`config.mk`:
```
export PLATFORM = sky130hd
export DESIGN_NAME = fnv1a_word_fingerprint_flat
export DESIGN_NICKNAME = d
export VERILOG_FILES = /design/src/design/fnv_pkg.sv /design/src/design/fnv_if.sv /design/src/design/fnv_mix.sv /design/src/design/fnv_seq.sv /design/src/design/fnv1a_word_fingerprint.sv /design/src/flat_wrapper.sv
export SDC_FILE = /design/constraint.sdc
export NUM_CORES = 1
export LEC_CHECK = 0
export ABC_CLOCK_PERIOD_IN_PS = 6300
export BUFFER_PORTS_ARGS = -buffer_cell sky130_fd_sc_hd__buf_2
export CORE_ASPECT_RATIO = 0.5
export CORE_MARGIN = 8
export CORE_UTILIZATION = 35
export DETAILED_ROUTE_END_ITERATION = 10
export PLACE_DENSITY_LB_ADDON = 0.25
export SLEW_MARGIN = 10
export SYNTH_ARGS = -nofsm -noshare
export SYNTH_HDL_FRONTEND = slang
export SYNTH_SLANG_ARGS = --single-unit
```
`constraint.sdc`:
```
create_clock -name clk -period 6.3 [get_ports clk]
set_input_delay 0.315 -clock clk [delete_from_list [all_inputs] [get_ports clk]]
set_output_delay 0.315 -clock clk [all_outputs]
set_load 0.03 [all_outputs]
```
`src/design/fnv_pkg.sv`:
```
`timescale 1ns / 1ps
// Shared constants, types and helper functions for the FNV-1a word fingerprint.
// Depends on nothing; every other file of the block imports it.
package fnv_pkg;

  localparam int WORD_W         = 32;
  localparam int BYTE_W         = 8;
  localparam int FP_W           = 16;
  localparam int BYTES_PER_WORD = WORD_W / BYTE_W;
  localparam int CNT_W          = $clog2(BYTES_PER_WORD);

  localparam logic [WORD_W-1:0] FNV_BASIS = 32'd2166136261;
  localparam logic [WORD_W-1:0] FNV_PRIME = 32'd16777619;
  localparam logic [CNT_W-1:0]  CNT_LAST  = CNT_W'(BYTES_PER_WORD - 1);
  localparam logic [FP_W-1:0]   FP_ZERO   = '0;
  localparam logic [FP_W-1:0]   FP_ONE    = FP_W'(1);

  typedef enum logic [1:0] {
    ST_IDLE,
    ST_MIX,
    ST_FOLD
  } fnv_state_t;

  // Control bundle from the sequencer to the datapath.
  typedef struct packed {
    logic in_ready;
    logic capture;
    logic byte_from_in;
    logic mix_en;
    logic shift_en;
    logic load_basis;
    logic out_load;
  } fnv_ctl_t;

  // Folds the hash to 16 bits; zero is reserved and becomes one.
  function automatic logic [FP_W-1:0] fnv_fold(input logic [WORD_W-1:0] h);
    logic [FP_W-1:0] f;
    f = h[FP_W-1:0] ^ h[WORD_W-1:FP_W];
    return (f == FP_ZERO) ? FP_ONE : f;
  endfunction

endpackage

```
`src/design/fnv_if.sv`:
```
`timescale 1ns / 1ps
// Valid/ready channel interfaces for the word input and the fingerprint output.
// Depends on fnv_pkg for the field widths.
interface fnv_word_if;
  import fnv_pkg::*;

  logic              valid;
  logic              ready;
  logic [WORD_W-1:0] word;
  logic              last;

  modport source (output valid, output word, output last, input ready);
  modport sink   (input valid, input word, input last, output ready);
endinterface

interface fnv_print_if;
  import fnv_pkg::*;

  logic            valid;
  logic            ready;
  logic [FP_W-1:0] fingerprint;

  modport source (output valid, output fingerprint, input ready);
  modport sink   (input valid, input fingerprint, output ready);
endinterface

```
`src/design/fnv_mix.sv`:
```
`timescale 1ns / 1ps
// Shared byte-mix unit: holds the running hash and applies one XOR and
// multiply-by-prime step per enabled cycle. Depends on fnv_pkg.
module fnv_mix (
  input  logic                    clk,
  input  logic                    rst,
  input  fnv_pkg::fnv_ctl_t       ctl,
  input  logic [fnv_pkg::BYTE_W-1:0] mix_byte,
  output logic [fnv_pkg::WORD_W-1:0] hash
);
  import fnv_pkg::*;

  logic [WORD_W-1:0] hash_next;
  logic [WORD_W-1:0] mixed;

  // Product is taken modulo 2^32 by the 32-bit context.
  always_comb begin
    mixed     = hash ^ {{(WORD_W-BYTE_W){1'b0}}, mix_byte};
    hash_next = mixed * FNV_PRIME;
  end

  always_ff @(posedge clk) begin
    if (rst || ctl.load_basis) begin
      hash <= FNV_BASIS;
    end else if (ctl.mix_en) begin
      hash <= hash_next;
    end
  end

endmodule

```
`src/design/fnv_seq.sv`:
```
`timescale 1ns / 1ps
// Sequencer: steps the shared mix unit through the four bytes of a word and
// schedules the fold and output load. Depends on fnv_pkg.
module fnv_seq (
  input  logic              clk,
  input  logic              rst,
  input  logic              in_valid,
  input  logic              in_last,
  input  logic              out_free,
  output fnv_pkg::fnv_ctl_t ctl
);
  import fnv_pkg::*;

  fnv_state_t        state;
  fnv_state_t        state_next;
  logic [CNT_W-1:0]  cnt;
  logic              last_flag;

  always_comb begin
    state_next = state;
    case (state)
      ST_IDLE: begin
        if (in_valid) state_next = ST_MIX;
      end
      ST_MIX: begin
        if (cnt == CNT_LAST) state_next = last_flag ? ST_FOLD : ST_IDLE;
      end
      ST_FOLD: begin
        if (out_free) state_next = ST_IDLE;
      end
      default: state_next = ST_IDLE;
    endcase
  end

  always_comb begin
    ctl = '0;
    case (state)
      ST_IDLE: begin
        ctl.in_ready     = 1'b1;
        ctl.capture      = in_valid;
        ctl.byte_from_in = 1'b1;
        ctl.mix_en       = in_valid;
      end
      ST_MIX: begin
        ctl.mix_en   = 1'b1;
        ctl.shift_en = 1'b1;
      end
      ST_FOLD: begin
        ctl.out_load   = out_free;
        ctl.load_basis = out_free;
      end
      default: ctl = '0;
    endcase
  end

  always_ff @(posedge clk) begin
    if (rst) begin
      state     <= ST_IDLE;
      cnt       <= '0;
      last_flag <= 1'b0;
    end else begin
      state <= state_next;
      if (ctl.capture) begin
        cnt       <= CNT_W'(1);
        last_flag <= in_last;
      end else if (ctl.mix_en) begin
        cnt <= cnt + CNT_W'(1);
      end
    end
  end

endmodule

```
`src/design/fnv1a_word_fingerprint.sv`:
```
`timescale 1ns / 1ps
// Top level of the FNV-1a word fingerprint: sequencer, shared mix unit,
// byte shift register and output register. Depends on fnv_pkg and fnv_if.
//
//  Channel  | Direction | Payload             | Transaction
//  ---------+-----------+---------------------+------------------------------
//  words    | sink      | word[31:0], last    | one word to mix into the hash
//  prints   | source    | fingerprint[15:0]   | folded hash after a last word
//
// The least significant byte of a word is mixed in the cycle the transaction
// is accepted, and the other three bytes follow one per cycle through the
// single shared multiply-by-prime unit. A word marked last adds a fold state,
// in which the fingerprint is loaded into the output register and
// the hash is reloaded with the offset basis. Reset is synchronous and returns
// the hash to the offset basis and the sequencer to idle. The output register
// decouples the two sides: new words are accepted while a fingerprint waits,
// and only the fold of the next last word stalls until that fingerprint is taken.
module fnv1a_word_fingerprint (
  input  logic        clk,
  input  logic        rst,
  fnv_word_if.sink    words,
  fnv_print_if.source prints
);
  import fnv_pkg::*;

  fnv_ctl_t          ctl;
  logic [WORD_W-1:0] hash;
  logic [WORD_W-1:0] word_sr;
  logic [BYTE_W-1:0] mix_byte;
  logic              out_free;
  logic              out_valid;
  logic [FP_W-1:0]   out_fp;

  // The output register is free when empty or being emptied this cycle.
  assign out_free = !out_valid || prints.ready;

  fnv_seq u_seq (
    .clk      (clk),
    .rst      (rst),
    .in_valid (words.valid),
    .in_last  (words.last),
    .out_free (out_free),
    .ctl      (ctl)
  );

  // The first byte comes straight from the channel; the rest from the
  // shift register, which presents the next byte in its low bits.
  assign mix_byte = ctl.byte_from_in ? words.word[BYTE_W-1:0] : word_sr[BYTE_W-1:0];

  fnv_mix u_mix (
    .clk      (clk),
    .rst      (rst),
    .ctl      (ctl),
    .mix_byte (mix_byte),
    .hash     (hash)
  );

  always_ff @(posedge clk) begin
    if (ctl.capture) begin
      word_sr <= words.word >> BYTE_W;
    end else if (ctl.shift_en) begin
      word_sr <= word_sr >> BYTE_W;
    end
  end

  always_ff @(posedge clk) begin
    if (rst) begin
      out_valid <= 1'b0;
    end else if (ctl.out_load) begin
      out_valid <= 1'b1;
    end else if (prints.ready) begin
      out_valid <= 1'b0;
    end
  end

  always_ff @(posedge clk) begin
    if (ctl.out_load) begin
      out_fp <= fnv_fold(hash);
    end
  end

  assign words.ready        = ctl.in_ready;
  assign prints.valid       = out_valid;
  assign prints.fingerprint = out_fp;

  // Once a word is taken, the channel stays closed while its remaining
  // three bytes go through the shared unit.
  a_busy_after_accept: assert property (@(posedge clk) disable iff (rst)
    words.valid && words.ready |=> !words.ready ##1 !words.ready ##1 !words.ready)
    else $error("word accepted while previous word still mixing");

  // The fingerprint never shows the reserved zero value.
  a_fp_nonzero: assert property (@(posedge clk) disable iff (rst)
    prints.valid |-> prints.fingerprint != FP_ZERO)
    else $error("fingerprint of zero presented");

  // Emitting a fingerprint always restarts the hash from the offset basis.
  a_basis_after_emit: assert property (@(posedge clk) disable iff (rst)
    ctl.out_load |=> hash == FNV_BASIS)
    else $error("hash not reloaded after fingerprint");

  // A fingerprint is never loaded over one that has not yet been taken.
  a_no_overwrite: assert property (@(posedge clk) disable iff (rst)
    ctl.out_load |-> !out_valid || prints.ready)
    else $error("output register overwritten");

endmodule

```
`src/flat_wrapper.sv`:
```
// flat-port wrapper written by rule: the top's interface ports become plain ports
module fnv1a_word_fingerprint_flat import fnv_pkg::*;
  (clk, rst, words_valid, words_word, words_last, words_ready, prints_valid, prints_fingerprint, prints_ready);
  fnv_word_if words_i ();
  fnv_print_if prints_i ();
  input  logic clk;
  input  logic rst;
  input wire logic [$bits(words_i.valid)-1:0] words_valid;
  input wire logic [$bits(words_i.word)-1:0] words_word;
  input wire logic [$bits(words_i.last)-1:0] words_last;
  output wire logic [$bits(words_i.ready)-1:0] words_ready;
  output wire logic [$bits(prints_i.valid)-1:0] prints_valid;
  output wire logic [$bits(prints_i.fingerprint)-1:0] prints_fingerprint;
  input wire logic [$bits(prints_i.ready)-1:0] prints_ready;
  assign words_i.valid = words_valid;
  assign words_i.word = words_word;
  assign words_i.last = words_last;
  assign words_ready = words_i.ready;
  assign prints_valid = prints_i.valid;
  assign prints_fingerprint = prints_i.fingerprint;
  assign prints_i.ready = prints_ready;
  fnv1a_word_fingerprint u_core (.clk(clk), .rst(rst), .words(words_i), .prints(prints_i));
endmodule
```
Word level (Yosys, flattened, before mapping):

Index checks and enable logic that the tools add are counted.

* register bits after elaboration: 78
* bits of input ports: 37
* output and inout bits: 18
* logic and storage cells: 44

* $add $sub $neg: 1
* $mul: 1
* equal/unequal tests: 6
* muxes and demuxes: 16
* bitwise logic cells: 2
* reduce and logical (&&, ||, !) cells: 10

Operators with widths (number)
* $mux W24: 2
* $mul A32 B25 Y32 const B: 1
* $xor A32 B8 Y32: 1
* $logic_not A16 Y1: 1
* $xor A16 B16 Y16: 1
* $mux W2: 5
* $mux W8: 1
* $ne A2 B2 Y1 const B: 3
* $pmux W2 S3: 1
* $reduce_bool A2 Y1: 3
* $mux W1: 5
* $eq A2 B2 Y1 const B: 2
* $mux W3: 1
* $reduce_and A3 Y1: 1
* $add A2 B1 Y2 const B: 1
* $eq A2 B1 Y1 const B: 1
* $logic_not A2 Y1: 1
* $logic_or A1 B1 Y1: 2
* $pmux W1 S2: 1
* $reduce_or A2 Y1: 1
* $logic_not A1 Y1: 1

Depth between registers and ports, before layout:

Gate-level depths: netlist of run 1.

* word-level depth: 5
* gate-level depth with buffers: 24
* depth with buffers taken out: 23

By module:

Synthesis of run 1 repeated with hierarchy kept, for this count alone.

* cell total of the unflattened synthesis: 862
* area total of the unflattened synthesis: 8823.5 µm²

Modules (own cells, without submodules)
* fnv_mix: instances 1, cells an instance 729, area each 6770.2 µm², sequential area each 640.6 µm²
* fnv1a_word_fingerprint: instances 1, cells an instance 103, area each 1762.9 µm², sequential area each 1221.2 µm²
* fnv_seq: instances 1, cells an instance 30, area each 290.3 µm², sequential area each 100.1 µm²

Worst setup path before layout of run 1:

Ideal clock, no wire load.

* path type: reg2reg
* start point: register u_core.u_seq.state[0]
* end point: register u_core.u_mix.hash[26] (netlist bit)
* library setup time: 0.122 ns
* arrival time: 5.571 ns
* data required time: 6.178 ns
* path slack: 0.607 ns
* cell stages (with the launch flop): 23
* path buffers: 1
* period minus slack after synthesis: 5.693 ns
* path through: dfxtp_1 > nor2_8 > clkbuf_1 > mux2i_1 > xnor2_1 > ha_1 > ha_1 > fa_1 > ha_1 > fa_1 > ha_1 > inv_1 > fa_1 > inv_1 > ha_1 > a21o_1 > a21oi_1 > nor2_1 > a211oi_2 > o221a_4 > o21ai_2 > mux2i_1 > nand3_1

* longest elaborated chain between the ends: 5
* elaborated cells between the ends (all ways): 10
* classes of those cells: 1 x mul; 2 x eq/ne; 4 x mux; 1 x bitwise; 2 x reduce/logical

Ends and longest elaborated chain
* from (decl): RTL line fnv_seq.sv:14 `fnv_state_t state;`
* from (signal assigned): RTL line fnv_seq.sv:62 `state <= state_next;`
* $logic_not A2 Y1: RTL line fnv_seq.sv:37 `case (state)`
* $mux W3: RTL line fnv_seq.sv:37
* $mux W8: RTL line fnv1a_word_fingerprint.sv:48 `assign mix_byte = ctl.byte_from_in ? words.word[BYTE_W-1:0] : word_sr[BYTE_W-1:0];`
* $xor A32 B8 Y32: RTL line fnv_mix.sv:18 `mixed = hash ^ {{(WORD_W-BYTE_W){1'b0}}, mix_byte};`
* $mul A32 B25 Y32: RTL line fnv_mix.sv:19 `hash_next = mixed * FNV_PRIME;`
* to (signal assigned): RTL line fnv_mix.sv:26 `hash <= hash_next;`
* to (decl): RTL line fnv_mix.sv:9 `output logic [fnv_pkg::WORD_W-1:0] hash`

Parallel ways exist; a longest one is shown, timed or not.
A chain may end at the register's enable or synchronous reset.

Worst setup path in the final report of run 1:

* start point: register u_core.u_seq.state[0]
* end point: register u_core.u_mix.hash[31] (netlist bit)

Same word-level chain as after synthesis.

==> results of run 1 <==
[cells by family (layout without fill, tap and decap cells)]
group                      Yosys count  in the layout
AOI/OAI and AO/OA                  125            125
DFF                                 78             78
buffers and inverters              223            296
and+or+nand+nor                    120            120
muxes                               29             29
adders and majority gates          258            258
xor gates and xnor gates            69             69
[stage by stage]
step           worst slack, ns  utilization [%]  hold WS [ns]  cell area (µm²)  TNS [ns]
5_1_grt                -0.0113             39.9         0.237            10000   -0.0113
3_5_place_dp             0.202             38.5         0.468             9670         0
4_1_cts                  0.184             39.8         0.214            10000         0
6_report                 0.336             39.9         0.221            10000         0
2_1_floorplan            0.607                -         0.444             8920         0
3_3_place_gp             0.396             38.5         0.457             9670         0
[final cells by class]
class | instances | share of cell area (%)
timing repair buffer | 75 | 4.26
multi-input combinational | 601 | 60.8
clock inverter | 7 | 1.20
sequential | 78 | 19.5
clock buffer | 9 | 2.24
inverter | 205 | 7.66
tap | 344 | 4.29
[registers in the layout, indices dropped and copies added, names as in the netlist]
signal	count
u_core.word_sr	24
u_core.prints.valid	1
u_core.prints.fingerprint	16
u_core.u_mix.hash	32
u_core.u_seq.cnt	2
u_core.u_seq.last_flag	1
u_core.u_seq.state	2
[placed cells by master, fill, tap and decap left out, drive strengths merged, types with 9 or more instances in the layout]
| cell type | Yosys | routed |
|---|---|---|
| a21o | 10 | 10 |
| a21oi | 45 | 45 |
| and3 | 11 | 11 |
| buf | 3 | 75 |
| clkbuf | 15 | 9 |
| dfxtp | 38 | 38 |
| edfxtp | 40 | 40 |
| fa | 74 | 74 |
| ha | 184 | 184 |
| inv | 205 | 207 |
| mux2 | 16 | 16 |
| mux2i | 13 | 13 |
| nand2 | 40 | 40 |
| nor2 | 25 | 25 |
| nor3 | 9 | 9 |
| o21ai | 31 | 31 |
| xnor2 | 43 | 43 |
| xor2 | 26 | 26 |
[worst paths after layout]
check | slack [ns] | depth (start not counted) | start | endpoint
max reg2reg | 0.34 | 21 | u_core.u_seq.state[0] | u_core.u_mix.hash[31]
min | 0.22 | 3 | words_last | u_core.u_seq.last_flag
min reg2reg | 0.48 | 1 | u_core.u_seq.cnt[0] | u_core.u_seq.cnt[0]
max | 0.34 | 21 | u_core.u_seq.state[0] | u_core.u_mix.hash[31]
[metal layers]
layer | routed length [µm] | track usage, % | part of all wire (%)
met5 | 0 | 0 | 0
met4 | 287 | 3.28 | 1.3
met3 | 758 | 2.52 | 3.4
met2 | 9970 | 22.9 | 45
met1 | 11300 | 20.3 | 51
[critical path: stages (launching register included)]
cell     delay (ns)
dfxtp_1        0.38
nor2_8         0.31
mux2i_1        0.34
xnor2_2        0.22
ha_1           0.30
ha_1           0.30
fa_1           0.48
ha_1           0.21
fa_1           0.48
ha_1           0.28
inv_1          0.05
fa_1           0.54
inv_1          0.05
ha_1           0.33
and2_1         0.17
nor2b_1        0.20
nand3_1        0.11
o21ai_2        0.33
a21oi_1        0.16
o31ai_1        0.35
xnor2_1        0.16
a21oi_1        0.08
[repair_timing]
item,in CTS,in global routing
setup buffers,0,2
endpoints found under the setup margin,0,4
resized for setup,0,2
==> flow_summary.ini, run 1 <==
[routing]
viasPerCell = 4.82
ant_nets = 0
num_vias = 6355
finalWirelength_mm = 22.3
drt_iter0_drc = 355
first_pass_iters = 5
drc = 0
routedWlPerCell_um = 16.9

[critical_path]
crit_type = flip-flop to flip-flop
worstPathMaxFanout = 18
crit_required_ns = 6.53
end_kind = flip-flop
startpoint_type = flip-flop
critical_path_arrival_ns = 6.19

[global_route]
antenna_found_initial = 0
grt_pass1_vias = 6429
grt_max_degree = 41
grt_pass1_wl_mm = 35.1
grt_overflow = 0
grt.total_usage_pct = 14.4

[yosys]
syn-cell-area_um2 = 8920
syn_area_per_cell_um2 = 9.89
synth-simple-area-share_pct = 6.58
syn_inst = 902
yosysWarnings = 0
synth_nets = 1197
synth_compound_area_share_pct = 8.96
ys_seq_area_share_pct = 22.0
synth_ff_type = edfxtp_1
muxShareOfSynthArea_pct = 3.48
synth.most_common_cell = inv_1
synth_xor_area_share_pct = 6.86
ys_seq_elements = 78
yosys-top-cells-area = ha_1 26%, fa_1 17%, edfxtp_1 13%
synth_top_family_by_area = adder cells
synthAdderAreaFrac_pct = 42.4
synth_top_area_share_pct = 25.8
synth_edf_count = 40
synth_top_area_cell = ha_1
synth.top_cells.by_count = 205 x inv_1, 184 x ha_1, 74 x fa_1
async_flop_share_pct = 0
synthDistinctLibCells = 57

[cts]
cts.sinks = 78
cts_tree = built
holdBufCountCts = 0
cts_buffers = 9
insertion_delay_ns = 0.35
clockBufferDepth = 2
htree_levels = 3
clk_pin_slew_ns = 0.07
clockRootBuffer = clkbuf_16

[sta]
finalMaxSlewViolations = 0
tightest_slew_ns = 0.883
post-route-period-util_pct = 94.7
max_freq_ghz = 0.168
setup_violations = 0
hold_viol = 0
relSlewSlack_pct = 41.1
final.min_clock_period_ns = 5.96
fin_skew_ns = 0.00944
rsz0062_at_grt = yes

[finish]
final_cells = 1319
drive_gt1_share_pct = 12.5
num-nets-final = 1265
antenna_cells = 0
n_fill_cell = 2522
area_growth_pct = 12.5
seq_area_um2 = 1960
multi_input_area_um2 = 6110

[floorplan]
die_w_um = 242
num_io_pins = 55
die_h_um = 129
start_util_pct = 35.5
core_area_um2 = 25100
dieArea_um2 = 31200
placementRows = 41

[status]
status = complete, no violations

[hold_path]
hold_class = input port to flip-flop

[placement]
io_buffers = 54
gp_congestion = 0.893
hpwl_mm = 18.4
dpl.cell_count = 1301

[flow_run]
drv_cap = 0
Power of run 1 is left out: the tool's default activity adds up to more than one toggle a clock period on the data nets, which glitch-free logic cannot reach.
==> run 2: changes to the inputs <==
--- a/config.mk
+++ b/config.mk
@@ -5,12 +5,13 @@
 export SDC_FILE = /design/constraint.sdc
 export NUM_CORES = 1
 export LEC_CHECK = 0
-export ABC_CLOCK_PERIOD_IN_PS = 6300
+export ABC_CLOCK_PERIOD_IN_PS = 5200
 export BUFFER_PORTS_ARGS = -buffer_cell sky130_fd_sc_hd__buf_2
 export CORE_ASPECT_RATIO = 0.5
 export CORE_MARGIN = 8
 export CORE_UTILIZATION = 35
 export DETAILED_ROUTE_END_ITERATION = 10
+export MAX_ROUTING_LAYER = met4
 export PLACE_DENSITY_LB_ADDON = 0.25
 export SLEW_MARGIN = 10
 export SYNTH_ARGS = -nofsm -noshare
==> constraint.sdc (replaced) <==
create_clock -name clk -period 5.2 [get_ports clk]
set_input_delay 0.52 -clock clk [delete_from_list [all_inputs] [get_ports clk]]
set_output_delay 0.52 -clock clk [all_outputs]
set_load 0.03 [all_outputs]
==> run 2 against run 1 <==
Net effect:
- the run now ends with negative setup slack left
- final area rose by 16%
- sequential cell count unchanged
- count of clock-buffer cells in the layout did not move
- critical path type unchanged
- critical endpoint is now u_core.u_mix.hash[20]
- highest routed layer unchanged
==> flow_summary.ini, run 2 (same netlist as run 1, synthesis figures left out) <==
[status]
status = finished with violations
failed_checks = negative setup slack

[critical_path]
path_cells = nor2_8 -> buf_12 -> mux2i_4 -> buf_4 -> xnor2_4 -> and2_4 -> ha_4 -> fa_1 -> ha_2 -> fa_1 -> ha_1 -> inv_1 -> fa_1 -> inv_2 -> ha_4 -> a21o_1 -> a21oi_2 -> nor2_2 -> a211oi_2 -> buf_4 -> o221a_4 -> buf_4 -> xor2_1 -> o211ai_1
crit_type = flip-flop to flip-flop
r2r_start = u_core.u_seq.state[1]
crit_end = u_core.u_mix.hash[20]
startpoint = u_core.u_seq.state[1]
startpoint_type = flip-flop
end_kind = flip-flop
rrSetupSlack_ns = -0.20
critical_path_arrival_ns = 5.61
regToRegEndpoint = u_core.u_mix.hash[20]
reg2reg_depth = 24
crit_slowest_cell = fa_1
crit_required_ns = 5.40
critPathMaxStageDelay_ns = 0.51
worstPathMaxFanout = 5

[finish]
seq_area_um2 = 1970
layout_common_cells = 196 x inv_1, 156 x ha_1, 113 x buf_4
drive_gt1_share_pct = 30.2
largest_register_ffs = 32
antenna_cells = 0
final_common_cell = inv_1
multi_input_area_um2 = 6890
top_register = u_core.u_mix.hash
num-nets-final = 1371
fin_area_um2 = 11700
area_growth_pct = 30.7
final_core_util_pct = 46.4
n_fill_cell = 2404

[floorplan]
core_area_um2 = 25100
die_w_um = 242
placementRows = 41
die_h_um = 129
dieArea_um2 = 31200
num_io_pins = 55
start_util_pct = 35.5

[global_route]
grt_pass1_vias = 7184
grt_overflow = 0
grt_max_degree = 41
antenna_found_initial = 0
grt.total_usage_pct = 15.7
grt_pass1_wl_mm = 37.7

[placement]
hpwl_mm = 19.4
dpl_cell_area_um2 = 10500
gp_congestion = 0.900
io_buffers = 54

[routing]
drc = 0
num_vias = 6760
viasPerCell = 4.74
drt_iter0_drc = 306
first_pass_iters = 5
finalWirelength_mm = 23.8
routedWlPerCell_um = 16.7
ant_nets = 0

[sta]
relSlewSlack_pct = 43.7
rsz0062_at_grt = yes
final.min_clock_period_ns = 5.40
fin_skew_ns = 0.0133
finalMaxSlewViolations = 0
post-route-period-util_pct = 104
tightest_slew_ns = 0.844
hold_viol = 0
setup_violations = 13
fin_ws_ns = -0.200
max_freq_ghz = 0.185

[hold_path]
hold_class = input port to flip-flop

[cts]
insertion_delay_ns = 0.35
holdBufCountCts = 0
cts.sinks = 78
clk_pin_slew_ns = 0.07
cts_buffers = 9
htree_levels = 3
cts_tree = built
clockBufferDepth = 2
clockRootBuffer = clkbuf_16

[flow_run]
drv_cap = 0
run 2: changes by cell type in the layout (fill, tap and decap cells not counted), sizes merged:
cell	previous run	this run
buf	75	181
bufinv	3	1
clkinv	1	3
clkinvlp	1	2
inv	207	206
run 2: metrics by stage:
step           setup WS (ns)  TNS (ns)  instances  hold slack, ns
2_1_floorplan       -0.00277  -0.00277        902           0.444
3_3_place_gp          -0.346     -3.12       1384           0.456
3_5_place_dp          -0.401     -3.69       1384           0.464
4_1_cts               -0.193     -1.29       1420           0.406
5_1_grt               -0.383     -4.72       1425           0.419
6_report              -0.200     -1.35       1425           0.416
run 2: routing by layer:
metal	up-vias	wire [µm]	GRT usage (%)
li1	3329	-	-
met1	3308	11600	20.9
met2	100	11200	25.6
met3	23	757	1.88
met4	0	264	3.25
met5	-	0	-
run 2: area by class of cell:
type                    count  share of cell area [%]
clock buffers               9                    1.93
clock inverters             7                   0.633
inverters                 205                    6.60
multi-input cells         601                    59.1
flip-flops and latches     78                    16.9
well taps                 344                    3.69
repair buffers            181                    11.2
run 2: worst min path at each step:
stage | to | start | depth (start not counted) | slack, ns
final | u_core.u_seq.last_flag | words_last | 3 | 0.42
after CTS | u_core.u_seq.last_flag | words_last | 3 | 0.41
after global routing | u_core.u_seq.last_flag | words_last | 3 | 0.42
after detailed placement | u_core.u_seq.cnt[0] | u_core.u_seq.cnt[0] | 1 | 0.46
after global placement | u_core.u_seq.cnt[0] | u_core.u_seq.cnt[0] | 1 | 0.46
after floorplan | u_core.u_seq.cnt[0] | u_core.u_seq.cnt[0] | 1 | 0.44
run 2: timing repair:
| item | 4_1_cts | 5_1_grt |
|---|---|---|
| gates resized for setup | 82 | 40 |
| pin swaps | 59 | 36 |
| setup endpoints to repair | 18 | 20 |
| setup buffers | 21 | 6 |
| endpoints found under the hold margin | 0 | 0 |
run 2: worst max-delay path: cells and delay by family (launching register included):
family,cells,cell delay (ns)
AO/OA/AOI/OAI,5,0.91
XOR/XNOR,2,0.29
adder cells (fa/ha/maj),7,2.31
buffers and inverters,6,0.71
flip-flops,1,0.36
multiplexers,1,0.26
AND/OR/NAND/NOR,3,0.40
Power of run 2 is left out for the same reason.
==> run 3: changes to the inputs <==
--- a/config.mk
+++ b/config.mk
@@ -12,7 +12,7 @@
 export CORE_UTILIZATION = 35
 export DETAILED_ROUTE_END_ITERATION = 10
 export MAX_ROUTING_LAYER = met4
-export PLACE_DENSITY_LB_ADDON = 0.25
+export PLACE_DENSITY_LB_ADDON = 0.1
 export SLEW_MARGIN = 10
 export SYNTH_ARGS = -nofsm -noshare
 export SYNTH_HDL_FRONTEND = slang
==> run 3 against run 2 <==
Net effect:
- the run still ends with negative setup slack left
- count of clock-buffer cells in the layout up 1
- critical endpoint is now u_core.u_mix.hash[24]
- clock skew grew 0.0043 ns
- worst hold slack worse by 0.011 ns
- sequential share of layout area hardly changed
- worst setup slack improved by 0.011 ns
- register-to-register slack hardly changed
==> flow_summary.ini, run 3 (same netlist as run 1, synthesis figures left out) <==
[status]
status = finished with violations
failed_checks = negative setup slack

[finish]
seq_area_um2 = 1970
area_growth_pct = 31.3
final_common_cell = inv_1
largest_register_ffs = 32
antenna_cells = 0
fin_area_um2 = 11700
multi_input_area_um2 = 6910
top_register = u_core.u_mix.hash
n_fill_cell = 2449
layout_common_cells = 198 x inv_1, 154 x ha_1, 126 x buf_4
num-nets-final = 1380
drive_gt1_share_pct = 30.9
final_cells = 1434

[routing]
num_vias = 6802
finalWirelength_mm = 25.5
drc = 0
viasPerCell = 4.74
drt_iter0_drc = 279
first_pass_iters = 4
ant_nets = 0
routedWlPerCell_um = 17.8

[sta]
max_freq_ghz = 0.186
whs_ns = 0.405
finalMaxSlewViolations = 0
hold_viol = 0
tightest_slew_ns = 0.814
final.min_clock_period_ns = 5.39
setup_violations = 13
relSlewSlack_pct = 45.8
fin_skew_ns = 0.0176
fin_ws_ns = -0.189
rsz0062_at_grt = yes
post-route-period-util_pct = 104

[critical_path]
critical_path_arrival_ns = 5.61
critPathBufInv = 6
crit_slowest_cell = fa_1
startpoint_type = flip-flop
path_common_cell = ha_4
crit_required_ns = 5.42
critPathMaxStageDelay_ns = 0.51
path_delay_family = adder cells
worstPathMaxFanout = 5
path_cells = nor2_8 -> mux2i_2 -> buf_4 -> xnor2_4 -> ha_4 -> ha_4 -> fa_1 -> ha_2 -> inv_1 -> fa_1 -> inv_1 -> ha_4 -> inv_2 -> fa_1 -> inv_2 -> ha_4 -> inv_4 -> a211oi_4 -> a211oi_4 -> o221a_4 -> o41ai_4 -> xnor2_2 -> o21ai_1
rrSetupSlack_ns = -0.19
end_kind = flip-flop
crit_type = flip-flop to flip-flop

[cts]
htree_levels = 3
insertion_delay_ns = 0.36
cts.sinks = 78
clockBufferDepth = 2
clk_pin_slew_ns = 0.06
holdBufCountCts = 0
clockRootBuffer = clkbuf_16
cts_buffers = 9
cts_tree = built

[floorplan]
start_util_pct = 35.5
die_h_um = 129
num_io_pins = 55
core_area_um2 = 25100
die_w_um = 242
placementRows = 41
dieArea_um2 = 31200

[flow_run]
drv_cap = 0

[placement]
hpwl_mm = 20.8
dpl.cell_count = 1393
io_buffers = 54
gp_congestion = 0.872
dpl_cell_area_um2 = 10500

[global_route]
antenna_found_initial = 0
grt_max_degree = 41
grt.total_usage_pct = 17.1
grt_pass1_vias = 7185
grt_overflow = 0
grt_pass1_wl_mm = 40.1

[hold_path]
hold_class = input port to flip-flop
run 3: worst paths after layout:
path / from / endpoint / cells past startpoint
min reg2reg: u_core.u_seq.cnt[0] / u_core.u_seq.cnt[0] / 1
min: words_last / u_core.u_seq.last_flag / 3
max: u_core.u_seq.state[1] / u_core.u_mix.hash[24] / 23
max reg2reg: u_core.u_seq.state[1] / u_core.u_mix.hash[24] / 23
run 3: area by class of cell:
| type | instances | area share [%] |
|---|---|---|
| Multi-Input combinational cell | 602 | 59.0 |
| Sequential cell | 78 | 16.8 |
| Timing Repair Buffer | 189 | 11.4 |
| Inverter | 205 | 6.59 |
| Tap cell | 344 | 3.67 |
| Clock buffer | 10 | 1.95 |
| Clock inverter | 6 | 0.545 |
run 3: per-stage QoR:
stage          setup slack, ns  util (%)  TNS (ns)
5_1_grt                 -0.380      46.6     -3.89
4_1_cts                 -0.240      44.6     -1.50
3_5_place_dp            -0.621      41.9     -6.25
2_1_floorplan         -0.00277         -  -0.00277
3_3_place_gp            -0.599      41.9     -5.33
6_report                -0.189      46.6     -1.08
run 3: what timing repair did:
| item | in CTS | in global routing |
|---|---|---|
| setup endpoints to repair | 17 | 19 |
| cloned | 1 | 0 |
| gates resized for setup | 53 | 71 |
| pin swaps | 31 | 46 |
| buffers inserted | 13 | 15 |
run 3: metal layers:
layer  vias to the layer above  routed length [µm]  global-route usage, %
li1                       3342                   -                      -
met1                      3359               13100                   23.9
met2                        85               11600                   26.7
met3                        16                 670                   2.42
met4                         0                 189                   2.54
met5                         -                   0                      -
run 3: tightest hold or removal path, cell delays in order:
cell and delay, ns:
buf_2 0.08, mux2i_1 0.05, nor2_1 0.07
Power of run 3 is left out for the same reason.
